<file path="config.mk">
export PLATFORM = sky130hd
export DESIGN_NAME = base64_text_decoder
export DESIGN_NICKNAME = d
export VERILOG_FILES = /design/src/rtl/b64d_pkg.sv /design/src/rtl/b64d_front.sv /design/src/rtl/b64d_queue.sv /design/src/rtl/b64d_back.sv /design/src/rtl/base64_text_decoder.sv
export SDC_FILE = /design/constraint.sdc
export NUM_CORES = 1
export LEC_CHECK = 0
export ABC_AREA = 1
export BUFFER_PORTS_ARGS = -buffer_cell sky130_fd_sc_hd__buf_2
export CAP_MARGIN = 25
export CORE_ASPECT_RATIO = 2
export CORE_MARGIN = 2
export CORE_UTILIZATION = 50
export CTS_BUF_LIST = sky130_fd_sc_hd__clkbuf_4
export CTS_CLUSTER_SIZE = 24
export DETAILED_ROUTE_END_ITERATION = 10
export GPL_ROUTABILITY_DRIVEN = 0
export PLACE_DENSITY = 0.67
export SLEW_MARGIN = 20
export SYNTH_ARGS = -nofsm -noshare
export SYNTH_HDL_FRONTEND = slang
export SYNTH_SLANG_ARGS = --single-unit
</file>
<file path="constraint.sdc">
create_clock -name clk -period 7 [get_ports clk]
set_clock_uncertainty 0.1 [all_clocks]
set_input_delay 1.4 -clock clk [delete_from_list [all_inputs] [get_ports clk]]
set_output_delay 1.4 -clock clk [all_outputs]
set_load 0.02 [all_outputs]
</file>
<file path="src/rtl/b64d_pkg.sv">
// Shared types, constants and the character classifier of the Base64 text decoder.
`timescale 1ns / 1ps
package b64d_pkg;

  localparam logic [15:0] CAPACITY_RESET = 16'd1024;
  localparam int QUEUE_DEPTH = 4;
  localparam int QUEUE_PTR_W = $clog2(QUEUE_DEPTH);
  localparam int QUEUE_CNT_W = $clog2(QUEUE_DEPTH + 1);

  localparam logic [7:0] CHAR_PAD     = 8'h3D;  // '='
  localparam logic [7:0] CHAR_UPPER_A = 8'h41;
  localparam logic [7:0] CHAR_UPPER_Z = 8'h5A;
  localparam logic [7:0] CHAR_LOWER_A = 8'h61;
  localparam logic [7:0] CHAR_LOWER_Z = 8'h7A;
  localparam logic [7:0] CHAR_DIGIT_0 = 8'h30;
  localparam logic [7:0] CHAR_DIGIT_9 = 8'h39;
  localparam logic [7:0] CHAR_PLUS    = 8'h2B;
  localparam logic [7:0] CHAR_SLASH   = 8'h2F;
  localparam logic [7:0] LOWER_OFFSET = 8'd26;
  localparam logic [7:0] DIGIT_OFFSET = 8'd52;
  localparam logic [5:0] SEXTET_PLUS  = 6'd62;
  localparam logic [5:0] SEXTET_SLASH = 6'd63;

  typedef struct packed {
    logic [7:0] in_char;
    logic       end_of_text;
  } text_item_t;

  typedef struct packed {
    logic [7:0]  out_byte;
    logic        byte_valid;
    logic        last;
    logic [15:0] bytes_total;
  } result_item_t;

  // One decoded group on its way to the output side.
  typedef struct packed {
    logic [2:0][7:0] bytes;  // bytes[2] goes out first
    logic [1:0]      nb;     // 0 only for an empty end marker
    logic            last;
    logic [15:0]     total;
  } job_t;

  typedef struct packed {
    logic full;
    logic empty;
  } q_status_t;

  typedef struct packed {
    logic       ok;
    logic [5:0] value;
  } sextet_t;

  function automatic sextet_t sextet_of(input logic [7:0] ch);
    sextet_t r;
    r = '0;
    if (ch >= CHAR_UPPER_A && ch <= CHAR_UPPER_Z) begin
      r.ok = 1'b1;
      r.value = 6'(ch - CHAR_UPPER_A);
    end else if (ch >= CHAR_LOWER_A && ch <= CHAR_LOWER_Z) begin
      r.ok = 1'b1;
      r.value = 6'(ch - CHAR_LOWER_A + LOWER_OFFSET);
    end else if (ch >= CHAR_DIGIT_0 && ch <= CHAR_DIGIT_9) begin
      r.ok = 1'b1;
      r.value = 6'(ch - CHAR_DIGIT_0 + DIGIT_OFFSET);
    end else if (ch == CHAR_PLUS) begin
      r.ok = 1'b1;
      r.value = SEXTET_PLUS;
    end else if (ch == CHAR_SLASH) begin
      r.ok = 1'b1;
      r.value = SEXTET_SLASH;
    end
    return r;
  endfunction

endpackage

</file>
<file path="src/rtl/b64d_front.sv">
// Front end: classifies characters, gathers sextets and checks groups against capacity.
`timescale 1ns / 1ps
module b64d_front (
  input  logic                clk,
  input  logic                rst,
  input  logic                text_valid,
  output logic                text_stall,
  input  b64d_pkg::text_item_t text,
  input  logic                capacity_we,
  input  logic [15:0]         capacity_data,
  input  b64d_pkg::q_status_t q_status,
  output logic                q_push,
  output b64d_pkg::job_t      q_job
);
  import b64d_pkg::*;

  logic [17:0] acc, acc_next;
  logic [1:0]  count, count_next;
  logic        pad, pad_next;
  logic [15:0] bw, bw_next;
  logic [15:0] capacity;
  logic        take;
  sextet_t     sx;
  logic [23:0] group;
  logic [1:0]  tail_nb;
  logic [16:0] bw_plus3, bw_plus_tail;
  logic        fits3, fits_tail;

  assign text_stall = q_status.full;
  assign take = text_valid && !text_stall;
  assign sx = sextet_of(text.in_char);
  assign group = {acc, sx.value};
  assign tail_nb = (count == 2'd3) ? 2'd2 : ((count == 2'd2) ? 2'd1 : 2'd0);
  assign bw_plus3 = {1'b0, bw} + 17'd3;
  assign bw_plus_tail = {1'b0, bw} + {15'd0, tail_nb};
  assign fits3 = bw_plus3 <= {1'b0, capacity};
  assign fits_tail = bw_plus_tail <= {1'b0, capacity};

  always_comb begin
    acc_next = acc;
    count_next = count;
    pad_next = pad;
    bw_next = bw;
    q_push = 1'b0;
    q_job = '0;
    if (take) begin
      if (text.end_of_text) begin
        q_push = 1'b1;
        q_job.last = 1'b1;
        if (tail_nb != 2'd0 && fits_tail) begin
          q_job.nb = tail_nb;
          q_job.total = bw_plus_tail[15:0];
        end else begin
          q_job.total = bw;
        end
        q_job.bytes[2] = (count == 2'd3) ? acc[17:10] : acc[11:4];
        q_job.bytes[1] = acc[9:2];
        acc_next = '0;
        count_next = '0;
        pad_next = 1'b0;
        bw_next = '0;
      end else if (!pad) begin
        if (text.in_char == CHAR_PAD) begin
          pad_next = 1'b1;
        end else if (sx.ok) begin
          if (count == 2'd3) begin
            // drop the whole group when it does not fit
            if (fits3) begin
              q_push = 1'b1;
              q_job.nb = 2'd3;
              q_job.bytes = group;
              bw_next = bw_plus3[15:0];
            end
            acc_next = '0;
            count_next = '0;
          end else begin
            acc_next = {acc[11:0], sx.value};
            count_next = count + 2'd1;
          end
        end
      end
    end
  end

  always_ff @(posedge clk) begin
    if (rst) begin
      acc <= '0;
      count <= '0;
      pad <= 1'b0;
      bw <= '0;
      capacity <= CAPACITY_RESET;
    end else begin
      acc <= acc_next;
      count <= count_next;
      pad <= pad_next;
      bw <= bw_next;
      if (capacity_we) begin
        capacity <= capacity_data;
      end
    end
  end

endmodule

</file>
<file path="src/rtl/b64d_queue.sv">
// Short group queue between the front end and the byte output stage.
`timescale 1ns / 1ps
module b64d_queue (
  input  logic                clk,
  input  logic                rst,
  input  logic                push,
  input  b64d_pkg::job_t      push_job,
  input  logic                pop,
  output b64d_pkg::job_t      head,
  output b64d_pkg::q_status_t status
);
  import b64d_pkg::*;

  job_t                   entries [QUEUE_DEPTH];
  logic [QUEUE_PTR_W-1:0] wr_ptr, rd_ptr;
  logic [QUEUE_CNT_W-1:0] count;
  logic                   do_push, do_pop;

  assign status.full = count == QUEUE_CNT_W'(QUEUE_DEPTH);
  assign status.empty = count == '0;
  assign do_push = push && !status.full;
  assign do_pop = pop && !status.empty;
  assign head = entries[rd_ptr];

  always_ff @(posedge clk) begin
    if (do_push) begin
      entries[wr_ptr] <= push_job;
    end
  end

  always_ff @(posedge clk) begin
    if (rst) begin
      wr_ptr <= '0;
      rd_ptr <= '0;
      count <= '0;
    end else begin
      if (do_push) begin
        wr_ptr <= wr_ptr + 1'b1;
      end
      if (do_pop) begin
        rd_ptr <= rd_ptr + 1'b1;
      end
      if (do_push && !do_pop) begin
        count <= count + 1'b1;
      end else if (do_pop && !do_push) begin
        count <= count - 1'b1;
      end
    end
  end

endmodule

</file>
<file path="src/rtl/b64d_back.sv">
// Back end: unpacks queued groups into one result per cycle, unless the receiver stalls, through an output register.
`timescale 1ns / 1ps
module b64d_back (
  input  logic                   clk,
  input  logic                   rst,
  input  b64d_pkg::job_t         head,
  input  b64d_pkg::q_status_t    q_status,
  output logic                   q_pop,
  output logic                   result_valid,
  input  logic                   result_stall,
  output b64d_pkg::result_item_t result
);
  import b64d_pkg::*;

  logic [1:0]   idx;
  logic         load, fin;
  logic [7:0]   sel_byte;
  result_item_t item;

  assign load = !q_status.empty && (!result_valid || !result_stall);
  assign fin = (head.nb == 2'd0) || (idx == head.nb - 2'd1);
  assign q_pop = load && fin;

  always_comb begin
    case (idx)
      2'd0:    sel_byte = head.bytes[2];
      2'd1:    sel_byte = head.bytes[1];
      2'd2:    sel_byte = head.bytes[0];
      default: sel_byte = '0;
    endcase
  end

  always_comb begin
    item = '0;
    if (head.nb == 2'd0) begin
      item.last = 1'b1;
      item.bytes_total = head.total;
    end else begin
      item.out_byte = sel_byte;
      item.byte_valid = 1'b1;
      item.last = head.last && fin;
      item.bytes_total = (head.last && fin) ? head.total : 16'd0;
    end
  end

  always_ff @(posedge clk) begin
    if (load) begin
      result <= item;
    end
  end

  always_ff @(posedge clk) begin
    if (rst) begin
      idx <= '0;
      result_valid <= 1'b0;
    end else begin
      if (load) begin
        result_valid <= 1'b1;
        idx <= fin ? 2'd0 : idx + 2'd1;
      end else if (!result_stall) begin
        result_valid <= 1'b0;
      end
    end
  end

endmodule

</file>
<file path="src/rtl/base64_text_decoder.sv">
// Top level of the streaming Base64 text decoder.
`timescale 1ns / 1ps
// Usage:
//   text channel: one character per request (text_valid / text_stall); a
//     request with end_of_text set closes the message.
//   result channel: one decoded byte per request (result_valid / result_stall);
//     the last request of a message carries last and bytes_total, and a message
//     with nothing to flush ends in one marker with byte_valid low.
//   capacity_we / capacity_data: write the per-message byte limit while idle.
// Throughput: one character per cycle while the queue has room; the output side
//   moves one byte per cycle while result_stall is low, so four characters
//   (three bytes) never back up the input. A completing character pushes its
//   group into the queue; its bytes then leave the queue head in order through
//   the output register, and an end request with two bytes ends after the first.
// A four-group queue sits between the character front end and the byte
//   output register, so text keeps flowing while a result waits.
// Reset (rst, synchronous): clears decode state and the queue, capacity
//   returns to 1024.
// When the receiver stalls, the output register holds its request; text
//   is stalled only once the queue fills.
module base64_text_decoder (
  input  logic                   clk,
  input  logic                   rst,
  input  logic                   text_valid,
  output logic                   text_stall,
  input  b64d_pkg::text_item_t   text,
  output logic                   result_valid,
  input  logic                   result_stall,
  output b64d_pkg::result_item_t result,
  input  logic                   capacity_we,
  input  logic [15:0]            capacity_data
);
  import b64d_pkg::*;

  q_status_t q_status;
  logic      q_push, q_pop;
  job_t      q_job, q_head;

  b64d_front u_front (
    .clk          (clk),
    .rst          (rst),
    .text_valid   (text_valid),
    .text_stall   (text_stall),
    .text         (text),
    .capacity_we  (capacity_we),
    .capacity_data(capacity_data),
    .q_status     (q_status),
    .q_push       (q_push),
    .q_job        (q_job)
  );

  b64d_queue u_queue (
    .clk     (clk),
    .rst     (rst),
    .push    (q_push),
    .push_job(q_job),
    .pop     (q_pop),
    .head    (q_head),
    .status  (q_status)
  );

  b64d_back u_back (
    .clk         (clk),
    .rst         (rst),
    .head        (q_head),
    .q_status    (q_status),
    .q_pop       (q_pop),
    .result_valid(result_valid),
    .result_stall(result_stall),
    .result      (result)
  );

`ifndef SYNTH
  a_no_push_when_full: assert property (@(posedge clk) disable iff (rst)
    q_push |-> !q_status.full)
    else $error("group pushed into a full queue");

  a_total_only_on_last: assert property (@(posedge clk) disable iff (rst)
    (result_valid && !result.last) |-> (result.bytes_total == 16'd0))
    else $error("byte count on a result that is not last");

  a_marker_is_final: assert property (@(posedge clk) disable iff (rst)
    (result_valid && !result.byte_valid) |-> (result.last && result.out_byte == 8'd0))
    else $error("empty marker that is not a final result");

  a_hold_result_on_stall: assert property (@(posedge clk) disable iff (rst)
    (result_valid && result_stall) |=> (result_valid && $stable(result)))
    else $error("stalled result changed");
`endif

endmodule
</file>
Word level (Yosys, flattened, before mapping)
Memories as Yosys holds them, arrays and structs flattened. A register that Yosys moved wholly into a read port is not among the register bits.
Index checks and enable logic that the tools add are counted.
{"block": "totals", "reg_bits": 89, "ram_bits": 172, "inputBits": 30, "output_inout_bits": 28, "memories": 1}
{"block": "classes", "addsub": 14, "magnitude_cmp": 8, "n_eq_ne": 12, "mux": 59, "reduce_logical": 30}
{"name": "u_queue.entries", "words": 4, "width": 43, "read_ports": 1, "rd_clocked_by_memory_dff": 1, "write_ports": 1, "line": "b64d_queue.sv:14", "text": "job_t entries [QUEUE_DEPTH];"}
{"cell": "2-to-1 mux 16 bit", "n": 10}
{"cell": "2-to-1 mux 26 bit", "n": 5}
{"cell": "2-to-1 mux 18 bit", "n": 5}
{"cell": "2-to-1 mux 43 bit", "n": 1}
{"cell": "2-to-1 mux 7 bit", "n": 5}
{"cell": "less-or-equal comparator 17 x 16 -> 1 bit", "n": 2}
{"cell": "equality test 8 x 6 -> 1 bit, second input constant", "n": 3}
{"cell": "one-hot mux 8 bit (3 select lines)", "n": 1}
{"cell": "2-to-1 mux 2 bit", "n": 11}
{"cell": "adder 16 x 2 -> 17 bit", "n": 1}
{"cell": "adder 16 x 2 -> 17 bit, second input constant", "n": 1}
{"cell": "2-to-1 mux 17 bit", "n": 1}
{"cell": ">= comparator 8 x 7 -> 1 bit, second input constant", "n": 2}
{"cell": "less-or-equal comparator 8 x 7 -> 1 bit, second input constant", "n": 2}
{"cell": "2-to-1 mux 1 bit", "n": 16}
{"cell": "2-to-1 mux 8 bit", "n": 2}
{"cell": "logical AND 1 bit", "n": 12}
{"cell": "subtractor 6 bit, second input constant", "n": 2}
{"cell": "nonzero test 2 bit", "n": 5}
{"cell": "adder 2 x 1 -> 2 bit, second input constant", "n": 4}
{"cell": ">= comparator 8 x 6 -> 1 bit, second input constant", "n": 1}
{"cell": "less-or-equal comparator 8 x 6 -> 1 bit, second input constant", "n": 1}
{"cell": "adder 6 x 5 -> 6 bit, second input constant", "n": 1}
{"cell": "adder 6 bit, second input constant", "n": 1}
{"cell": "17 further kinds", "n": 28}

Depth between registers and ports, before layout
Gate-level depths: netlist (run 1).
{"block": "depth", "depth_word": 16, "depth_mapped": 25}

Modules after synthesis
A second synthesis (run 1) with hierarchy kept.
{"block": "unflattened", "hier_cells": 1328, "area_unflattened_um2": 12891.1}
{"mod": "b64d_queue", "instances": 1, "cells_each": 485, "area_each_um2": 6842.8, "seq_area_each_um2": 5345.1}
{"mod": "b64d_front", "instances": 1, "cells_each": 692, "area_each_um2": 4629.4, "seq_area_each_um2": 1061.0}
{"mod": "b64d_back", "instances": 1, "cells_each": 151, "area_each_um2": 1418.9, "seq_area_each_um2": 840.8}

Worst setup path before layout (run 1)
No wires, ideal clock.
{"block": "synth_timing", "path_type": "input to register", "start": "input text[3] (netlist name)", "end": "memory u_queue.entries[0][0] (netlist name), enable pin", "setup_ns": 0.444, "arrival_time_ns": 4.800, "slack_ns": 1.656, "cell_stages": 17, "n_path_buf": 2, "path_cell_list": "buf_2 inv_1 ha_1 nand2_1 inv_1 nand2_1 nand2_2 a21oi_2 nor2_2 nand2_2 nand2_4 nor2_8 nand2_4 nand2_4 nand2_4 buf_6 nor2_1"}
{"block": "synth_between", "elab_chain_len": 14, "word_cells_on_any_way": 25, "cone_classes": "6 x order compare; 3 x eq/ne; 12 x mux; 4 x reduce/logical"}
{"element": "start, declared", "line": "base64_text_decoder.sv:26", "text": "input b64d_pkg::text_item_t text,"}
{"element": "parallel branches: the longest is 7 deep, another holds >= comparator 8 x 6 -> 1 bit"}
{"element": "2-to-1 mux 1 bit *", "line": "b64d_front.sv:63", "text": "if (text.in_char == CHAR_PAD) begin"}
{"element": "2-to-1 mux 1 bit *", "line": "b64d_front.sv:62", "text": "end else if (!pad) begin"}
{"element": "2-to-1 mux 1 bit *", "line": "b64d_front.sv:47", "text": "if (text.end_of_text) begin"}
{"element": "2-to-1 mux 1 bit *", "line": "b64d_front.sv:46", "text": "if (take) begin"}
{"element": "logical AND 1 bit *", "line": "b64d_queue.sv:21", "text": "assign do_push = push && !status.full;"}
{"element": "2-to-1 mux 1 bit *", "line": "b64d_queue.sv:26", "text": "if (do_push) begin"}
{"element": "2-to-1 mux 1 bit (not written as such) *", "line": "b64d_queue.sv:27", "text": "entries[wr_ptr] <= push_job;"}
{"element": "end, declared", "line": "b64d_queue.sv:14"}
Mark *: on every way between the ends.

Final worst setup path (run 1)
{"block": "layout_timing", "start": "register u_front.bw[0]", "end": "memory u_queue.entries[3][1] (netlist name), enable pin"}
{"block": "layout_between", "elab_chain_len": 12}
{"element": "start, declared", "line": "b64d_front.sv:20", "text": "logic [15:0] bw, bw_next;"}
{"element": "start signal, assigned", "line": "b64d_front.sv:96", "text": "bw <= bw_next;"}
{"element": "adder 16 x 2 -> 17 bit", "line": "b64d_front.sv:34", "text": "assign bw_plus3 = {1'b0, bw} + 17'd3;"}
{"element": "less-or-equal comparator 17 x 16 -> 1 bit", "line": "b64d_front.sv:36", "text": "assign fits3 = bw_plus3 <= {1'b0, capacity};"}
{"element": "2-to-1 mux 1 bit", "line": "b64d_front.sv:68", "text": "if (fits3) begin"}
{"element": "2-to-1 mux 1 bit", "line": "b64d_front.sv:66", "text": "if (count == 2'd3) begin"}
{"element": "2-to-1 mux 1 bit", "line": "b64d_front.sv:65", "text": "end else if (sx.ok) begin"}
{"element": "2-to-1 mux 1 bit", "line": "b64d_front.sv:63"}
{"element": "2-to-1 mux 1 bit", "line": "b64d_front.sv:62"}
{"element": "2-to-1 mux 1 bit", "line": "b64d_front.sv:47"}
{"element": "2-to-1 mux 1 bit", "line": "b64d_front.sv:46"}
{"element": "logical AND 1 bit", "line": "b64d_queue.sv:21"}
{"element": "2-to-1 mux 1 bit", "line": "b64d_queue.sv:26"}
{"element": "2-to-1 mux 1 bit (not written as such)", "line": "b64d_queue.sv:27"}
Every way passes these cells.

==> results of run 1 <==
[power groups by stage]
stage / registers [mW] / logic, mW / clock network [mW]
finish: 2.00 / 1.30 / 1.08
floorplan: 2.11 / 0.807 / 0
global route: 2.01 / 1.45 / 1.17
global placement: 2.04 / 1.25 / 0
detailed placement: 2.04 / 1.30 / 0
CTS: 2.00 / 1.30 / 1.11
[cells in the final DEF (no fill, tap or decap), types with 3 or more instances in the layout]
cell type,instances
a21oi_1,92
a21oi_2,5
buf_2,57
buf_4,10
clkbuf_4,79
clkinv_1,15
clkinv_2,3
dfxtp_1,63
edfxtp_1,198
ha_1,54
inv_1,123
inv_2,12
nand2_1,166
nand2_2,11
nand2_4,7
nand3_1,74
nand3_2,15
nand4_1,8
nor2_1,254
nor2_2,7
nor2_4,9
nor3_1,5
o211ai_1,7
o21ai_0,140
o22ai_1,25
xor2_1,34
[worst paths after layout]
check,start,to,slack (ns)
worst max register to register,u_front.bw[0],u_queue.entries[3][1],2.37
worst min-delay path,u_queue.rd_ptr[0],flip-flop,0.37
worst min register to register,u_queue.rd_ptr[0],flip-flop,0.37
worst max-delay path,u_front.bw[0],u_queue.entries[3][1],2.37
[flip-flops by register name, indices dropped and copies added, names as in the netlist, named ones only]
signal	count
u_queue.count	3
u_front.count	2
u_back.result_valid	1
u_front.capacity	16
u_front.bw	16
u_queue.wr_ptr	2
u_queue.entries	172
u_back.idx	2
u_front.acc	18
u_back.result	26
u_front.pad	1
u_queue.rd_ptr	2
[area by class of cell]
type                       instances  area (um2)  area share (%)
antenna                            1       2.502         0.01741
clock buffer                      79       593.1           4.125
multi-input combinational        939        5116           35.59
timing repair buffer              69       399.1           2.776
tap                              344       430.4           2.994
clock inverter                    17       70.07          0.4874
inverter                         137       515.5           3.586
sequential                       263        7249           50.43
[synth_stat cells, types with 4 or more instances]
cell and instances:
a21oi_1 92, nand2_1 166, o21ai_0 140, o22ai_1 25, nor2_2 6, nand3_1 74
inv_2 11, inv_1 124, o211ai_1 7, nand3_2 15, buf_4 7, nand2_4 7
nand2_2 11, dfxtp_1 65, nor2_4 5, buf_2 11, edfxtp_1 198, ha_1 54
nor2_1 259, buf_6 4, nor3_1 5, nand4_1 8, xor2_1 34, a21oi_2 5
clkbuf_1 42
[routing by layer]
metal	GRT usage, %	vias up
met4	11.46	0
met5	0	-
li1	-	4898
met1	26.63	4708
met3	3.540	103
met2	37.75	379
[cells by family (layout without fill, tap and decap cells)]
family	after synthesis	count (layout)
xor+xnor	35	35
other cells	0	1
flops	263	263
buf+inv	204	302
fa+ha+maj	56	56
simple gates	567	567
compound gates	281	281
[worst max-delay path, stage by stage (launching register included)]
cell and delay [ns]:
dfxtp_1 0.45, inv_1 0.13, ha_1 0.27, nor2_4 0.16
nand2_2 0.10, nor2_4 0.11, xor2_1 0.28, inv_1 0.08
ha_1 0.29, nand2_1 0.05, inv_1 0.06, nand3_1 0.09
nor3b_1 0.18, nand4_1 0.15, nand2_4 0.17, nand2_4 0.08
nand2_4 0.21, nand2_4 0.21, nor2_4 0.62, buf_4 0.44
==> summary.md, run 1 <==
| Metric | Value |
|---|---|
| Part of the power in registers | 45.7% |
| Reg2reg path depth | 19 |
| Status | completed |
| Die W | about 120 um |
| Library cells used by synthesis | 47 |
| Synthesis-to-layout area growth | 9.086% |
| Final cell count without fillers | between 1500 and 2000 |
| Final setup viols | 0 |
| Slew at the pin closest to its max-slew limit | about 1 ns |
| Wirelength per Cell | ~16 um |
| Vias in the first global route | between 9000 and 10000 |
| CP Class | flip-flop to flip-flop |
| Number of flops mapped to enable cells by yosys | approximately 200 |
| Lkg Pwr | between 5 and 6 nW |
| Final Cell Area | between 10000 and 15000 um2 |
| Clk Latency, worst-skew pair | 0.73 ns |
| Placed Area | between 10000 and 15000 um2 |
| Synth Flop Type | edfxtp_1 |
| Compound-Gate Fraction of Synth Area | 11.50% |
| Combinational fraction of design power | 29.7% |
| Setup TNS | 0 ns |
| Chip Height | 233.6 um |
| Synth Cell Area | roughly 13000 um2 |
| RSZ-0062 raised after global routing | no |
| Sequential area share after synthesis | 54.99% |
| CP Data Required Time | 7.25 ns |
| Critical path data arrival time | around 4.9 ns |
| Wire length of the first global-routing pass | 48620 um |
| TritonCTS clock tree | built |
| Total Routed Length | 30230 um |
| Num CTS Buffers | 55 |
| DR iter-0 viols | 814 |
| Fillcell total | 2385 |
| CTS Buffer Depth | 3 |
| Post-synth ARST share | 0% |
| Crit path launch type | flip-flop |
| Worst hold path stage count | 1 |
| Met1 WL | 12320 um |
| Via count | 10090 |
| Sw Ratio | between 30 and 40% |
| Register bit total from synthesis | 263 |
| Power Internal | between 2 and 3 mW |
| Synth Instances | about 1400 |
| Hold Slack | around 0.37 ns |
| Slew Limit Fails | 0 |
| Maximum VDD drop | 206.4 uV |
| Warnings from Yosys | 0 |
| Inst Count DP | 1751 |
| # hold bufs at CTS | 0 |
| DR vias/cell | approximately 5.5 |
| Synthesized-area fraction occupied by adder cells | 5.431% |
| Initial antenna violation count | 1 |
| DP Wirelength | 20580 um |
| Setup ws final | 2.366 ns |
| Fin crit share | 66.21% |
| Top Layer Used | met4 |
| Main combinational cell family by area after synthesis | simple AND/OR/NAND/NOR gates |
| Multiplexer area fraction after synthesis | 0% |
| XOR/XNOR share of the synthesized area | 2.326% |
| Worst setup EP type | flip-flop |
| Final ANT Viol Nets | 0 |
| Final Hold Fails | 0 |
| Grt total ovfl | 0 |
| Drt first pass iters | 5 |
| All-layer global routing usage | 22.03% |
| Simple-Gate Fraction of Synth Area | 19.32% |
| CTS sink count | 263 |
| Clk slew on worst S/H paths | 0.08 ns |
| Fin crit period | around 4.6 ns |
| Hold Path Class | flip-flop to flip-flop |
| Pwr Total | 4.378 mW |
| Setup WS pre-CTS | between 2 and 2.5 ns |
| Clock Power Share | between 20% and 30% |
| DRC Markers | 0 |
| PortBufs | 57 |
| Synth area leader | edfxtp_1 |
| Top post-synthesis cells by area | edfxtp_1, dfxtp_1, nor2_1 |
| Nets | about 1600 |
| Max_cap viols | 0 |
| Share of cells above drive strength 1 | 15.23% |
| Pwr Density | 304.5 nW/um2 |
| Largest net degree at the start of global routing | 56 |
| I/O pin count | 58 |
| H-tree Lvls | 2 |
| Net Sw Power | ~1.6 mW |
| FMAX | ~220 MHz |
| Met3 WL | 1764 um |
| Post-synthesis average cell area | 9.373 um2 |
| Post-synth top area share | between 40% and 50% |
| Rel. slew slack | between 30 and 40% |
| Worst Path Max Fanout | 22 |
| CTS Root Cell | clkbuf_4 |
| Std-Cell Rows | 84 |
| Metal2 WL | 14620 um |
| Core ar. | 26070 um2 |
| Die Footprint | 27750 um2 |
| CTS resizes | 0 |
| Initial Util | 50.56% |
| Syn Nets | 1492 |
| Final Util | 55.16% |
| Post-CTS setup repair buffer count | 0 |
Note: power is estimated with default switching activity, not from simulation.
==> run 2, diff against run 1 <==
==> constraint.sdc (replaced) <==
create_clock -name clk -period 4.3 [get_ports clk]
set_clock_uncertainty 0.1 [all_clocks]
set_input_delay 0.86 -clock clk [delete_from_list [all_inputs] [get_ports clk]]
set_output_delay 0.86 -clock clk [all_outputs]
set_load 0.02 [all_outputs]
==> run 2 against run 1 <==
Total power grew 66%. Register-to-register slack worse by 2.1 ns. Global-route usage up 0.89 points. First-iteration DRC count decreased by 12%. Cell count is 0.81% higher. Design area up 1.1%.
==> summary.md, run 2 (synthesis results as in run 1) <==
| Metric | Value |
|---|---|
| Grt total ovfl | 0 (unchanged) |
| Reg2reg path depth | 23 (+4) |
| Die W | 118.8 um (unchanged) |
| Final Hold Fails | 0 (unchanged) |
| Setup WS pre-CTS | 0.2344 ns (-1.837 ns) |
| Final Cell Area | 14530 um2 (+1.1%) |
| Rel. slew slack | 35.42% (+1.9 points) |
| Fin crit period | 4.011 ns (-0.6231 ns) |
| Nets | 1562 (+0.71%) |
| Inst Count DP | 1758 (+0.40%) |
| Drt first pass iters | 5 (unchanged) |
| Worst reg2reg setup slack | 0.29 ns (-2.08 ns) |
| Core ar. | 26070 um2 (unchanged) |
| Initial Util | 50.56% (unchanged) |
| Clk slew on worst S/H paths | 0.07 ns (about the same) |
| Setup TNS | 0 ns (unchanged) |
| FMAX | 249.3 MHz (+16%) |
| Met2 usage | 38.88% (+1.1 points) |
| Share of cells above drive strength 1 | 16.27% (+1.0 points) |
| # hold bufs at CTS | 0 (unchanged) |
| Chip Height | 233.6 um (unchanged) |
| Wire length of the first global-routing pass | 50920 um (+4.7%) |
| CP Data Required Time | 4.79 ns (-2.46 ns) |
| M3 GR Usage | 4.370% (+0.83 points) |
| CP Class | flip-flop to flip-flop |
| I/O pin count | 58 (unchanged) |
| Fillcell total | 2424 (+1.6%) |
| Commonest non-fill, non-tap cells in the layout | nor2_1, edfxtp_1, nand2_1 |
| Max_cap viols | 0 (unchanged) |
| Top Registers | u_queue.entries: 172 flops, u_back.result: 26 flops, u_front.acc: 18 flops |
| Largest Register | u_queue.entries |
| PortBufs | 57 (unchanged) |
| Slew at the pin closest to its max-slew limit | 0.9677 ns (-0.02881 ns) |
| DP Wirelength | 20800 um (+1.1%) |
| CTS Buffer Depth | 3 (unchanged) |
| Final cell count without fillers | 1864 (+0.81%) |
| Commonest non-fill, non-tap cell in the layout | nor2_1 |
| Maximum VDD drop | 339.6 uV (+65%) |
| Initial antenna violation count | 1 (unchanged) |
| Critical path data arrival time | 4.50 ns (-0.39 ns) |
| Placed Area | 13780 um2 (+0.59%) |
| Worst setup EP type | flip-flop |
| Num CTS Buffers | 59 (+7.3%) |
| Hold Path Class | input pin to flip-flop |
| Lkg Pwr | 5.927 nW (+1.3%) |
| DRC Markers | 0 (unchanged) |
| Wirelength per Cell | 16.78 um (+2.6%) |
| M1 GR Usage | 29.11% (+2.5 points) |
| CTS sink count | 263 (unchanged) |
| Crit path launch type | flip-flop |
| Setup ws final | 0.2887 ns (-2.077 ns) |
| Worst Path Max Fanout | 8 (-64%) |
| Max reg flops | 172 (unchanged) |
| CTS Root Cell | clkbuf_4 |
| Gr busiest metal | met2 |
| Status | completed |
| TritonCTS clock tree | built |
| Synthesis-to-layout area growth | 10.27% |
| Vias in the first global route | 10170 (+4.2%) |
| Total Routed Length | 31280 um (+3.5%) |
| Clk Latency, worst-skew pair | 0.72 ns (about the same) |
| Slew Limit Fails | 0 (unchanged) |
| Largest net degree at the start of global routing | 44 (-21%) |
| All-layer global routing usage | 22.92% (+0.89 points) |
| Std-Cell Rows | 84 (unchanged) |
| Worst hold path stage count | 3 (+2) |
| Fin crit share | 93.29% (+27 points) |
| DR vias/cell | 5.455 (about the same) |
| H-tree Lvls | 2 (unchanged) |
| Pwr Density | 501.3 nW/um2 (+65%) |
| Final ANT Viol Nets | 0 (unchanged) |
| Via count | 10170 (+0.80%) |
| Final setup viols | 0 (unchanged) |
| Die Footprint | 27750 um2 (unchanged) |
| DR iter-0 viols | 716 (-12%) |
==> run 2: cell types whose count changed in the layout (fill, tap and decap cells not counted), moves of 2 or more <==
| cell | delta |
|---|---|
| buf_4 | +5 |
| buf_12 | +4 |
| dfxtp_1 | -4 |
| dfxtp_2 | +4 |
| clkinv_2 | +2 |
| clkbuf_4 | +3 |
==> run 2: area by class of cell <==
| cell class | instances | area (um2) | area share (%) |
|---|---|---|---|
| repair buffers | 76 | 478.0 | 3.289 |
| multi-input cells | 939 | 5119 | 35.22 |
| flip-flops and latches | 263 | 7254 | 49.92 |
| well taps | 344 | 430.4 | 2.962 |
| diodes | 2 | 5.005 | 0.03444 |
| clock inverters | 21 | 115.1 | 0.7921 |
| clock buffers | 82 | 615.6 | 4.236 |
| inverters | 137 | 515.5 | 3.547 |
==> run 2: report_power, final <==
part	total, mW	internal [mW]	switching (mW)
Sequential	3.23	3.12	0.114
Combinational	2.17	0.624	1.55
Clock	1.88	0.941	0.940
Total	7.29	4.68	2.60
==> run 2: path summary, 6_finish.rpt <==
path,startpoint,endpoint
setup reg to reg,u_front.bw[0],u_queue.count[2]
hold / removal,capacity_data[10],u_front.capacity[10]
setup / recovery,u_front.bw[0],u_queue.count[2]
hold reg to reg,u_queue.rd_ptr[1],flip-flop
==> run 2: through the flow <==
step / hold WS [ns] / power (mW) / utilization, %
5_1_grt: 0.2662 / 7.731 / 55.76
4_1_cts: 0.2228 / 7.346 / 55.67
2_1_floorplan: 0.3362 / 4.751 / -
3_3_place_gp: 0.3509 / 5.392 / 52.87
6_report: 0.2696 / 7.285 / 55.76
3_5_place_dp: 0.3747 / 5.456 / 52.87
==> run 2: layer usage <==
| layer | part of all wire (%) | up-vias |
|---|---|---|
| met5 | 0 | - |
| met3 | 5.6 | 66 |
| li1 | - | 4936 |
| met4 | 2.6 | 0 |
| met2 | 49 | 322 |
| met1 | 43 | 4845 |
==> run 2: repair_timing <==
item / in CTS / in global routing
buffers inserted: 0 / 1
resized for setup: 0 / 7
endpoints found under the setup margin: 0 / 1
==> run 2: critical path, cell delays in order (launching register included) <==
cell and delay [ns]:
dfxtp_2 0.39, inv_1 0.12, ha_1 0.28, nor2_4 0.16, nand2_2 0.10, nor2_4 0.11
xor2_1 0.22, inv_1 0.07, ha_1 0.29, nand2_1 0.05, inv_1 0.06, nand3_1 0.08
nor3b_1 0.18, nand4_1 0.16, nand2_4 0.17, nand3_2 0.10, nand2_1 0.12, ha_1 0.15
inv_1 0.07, fa_1 0.39, a21oi_1 0.15, o21ai_0 0.13, o21ai_1 0.16, a21oi_1 0.06
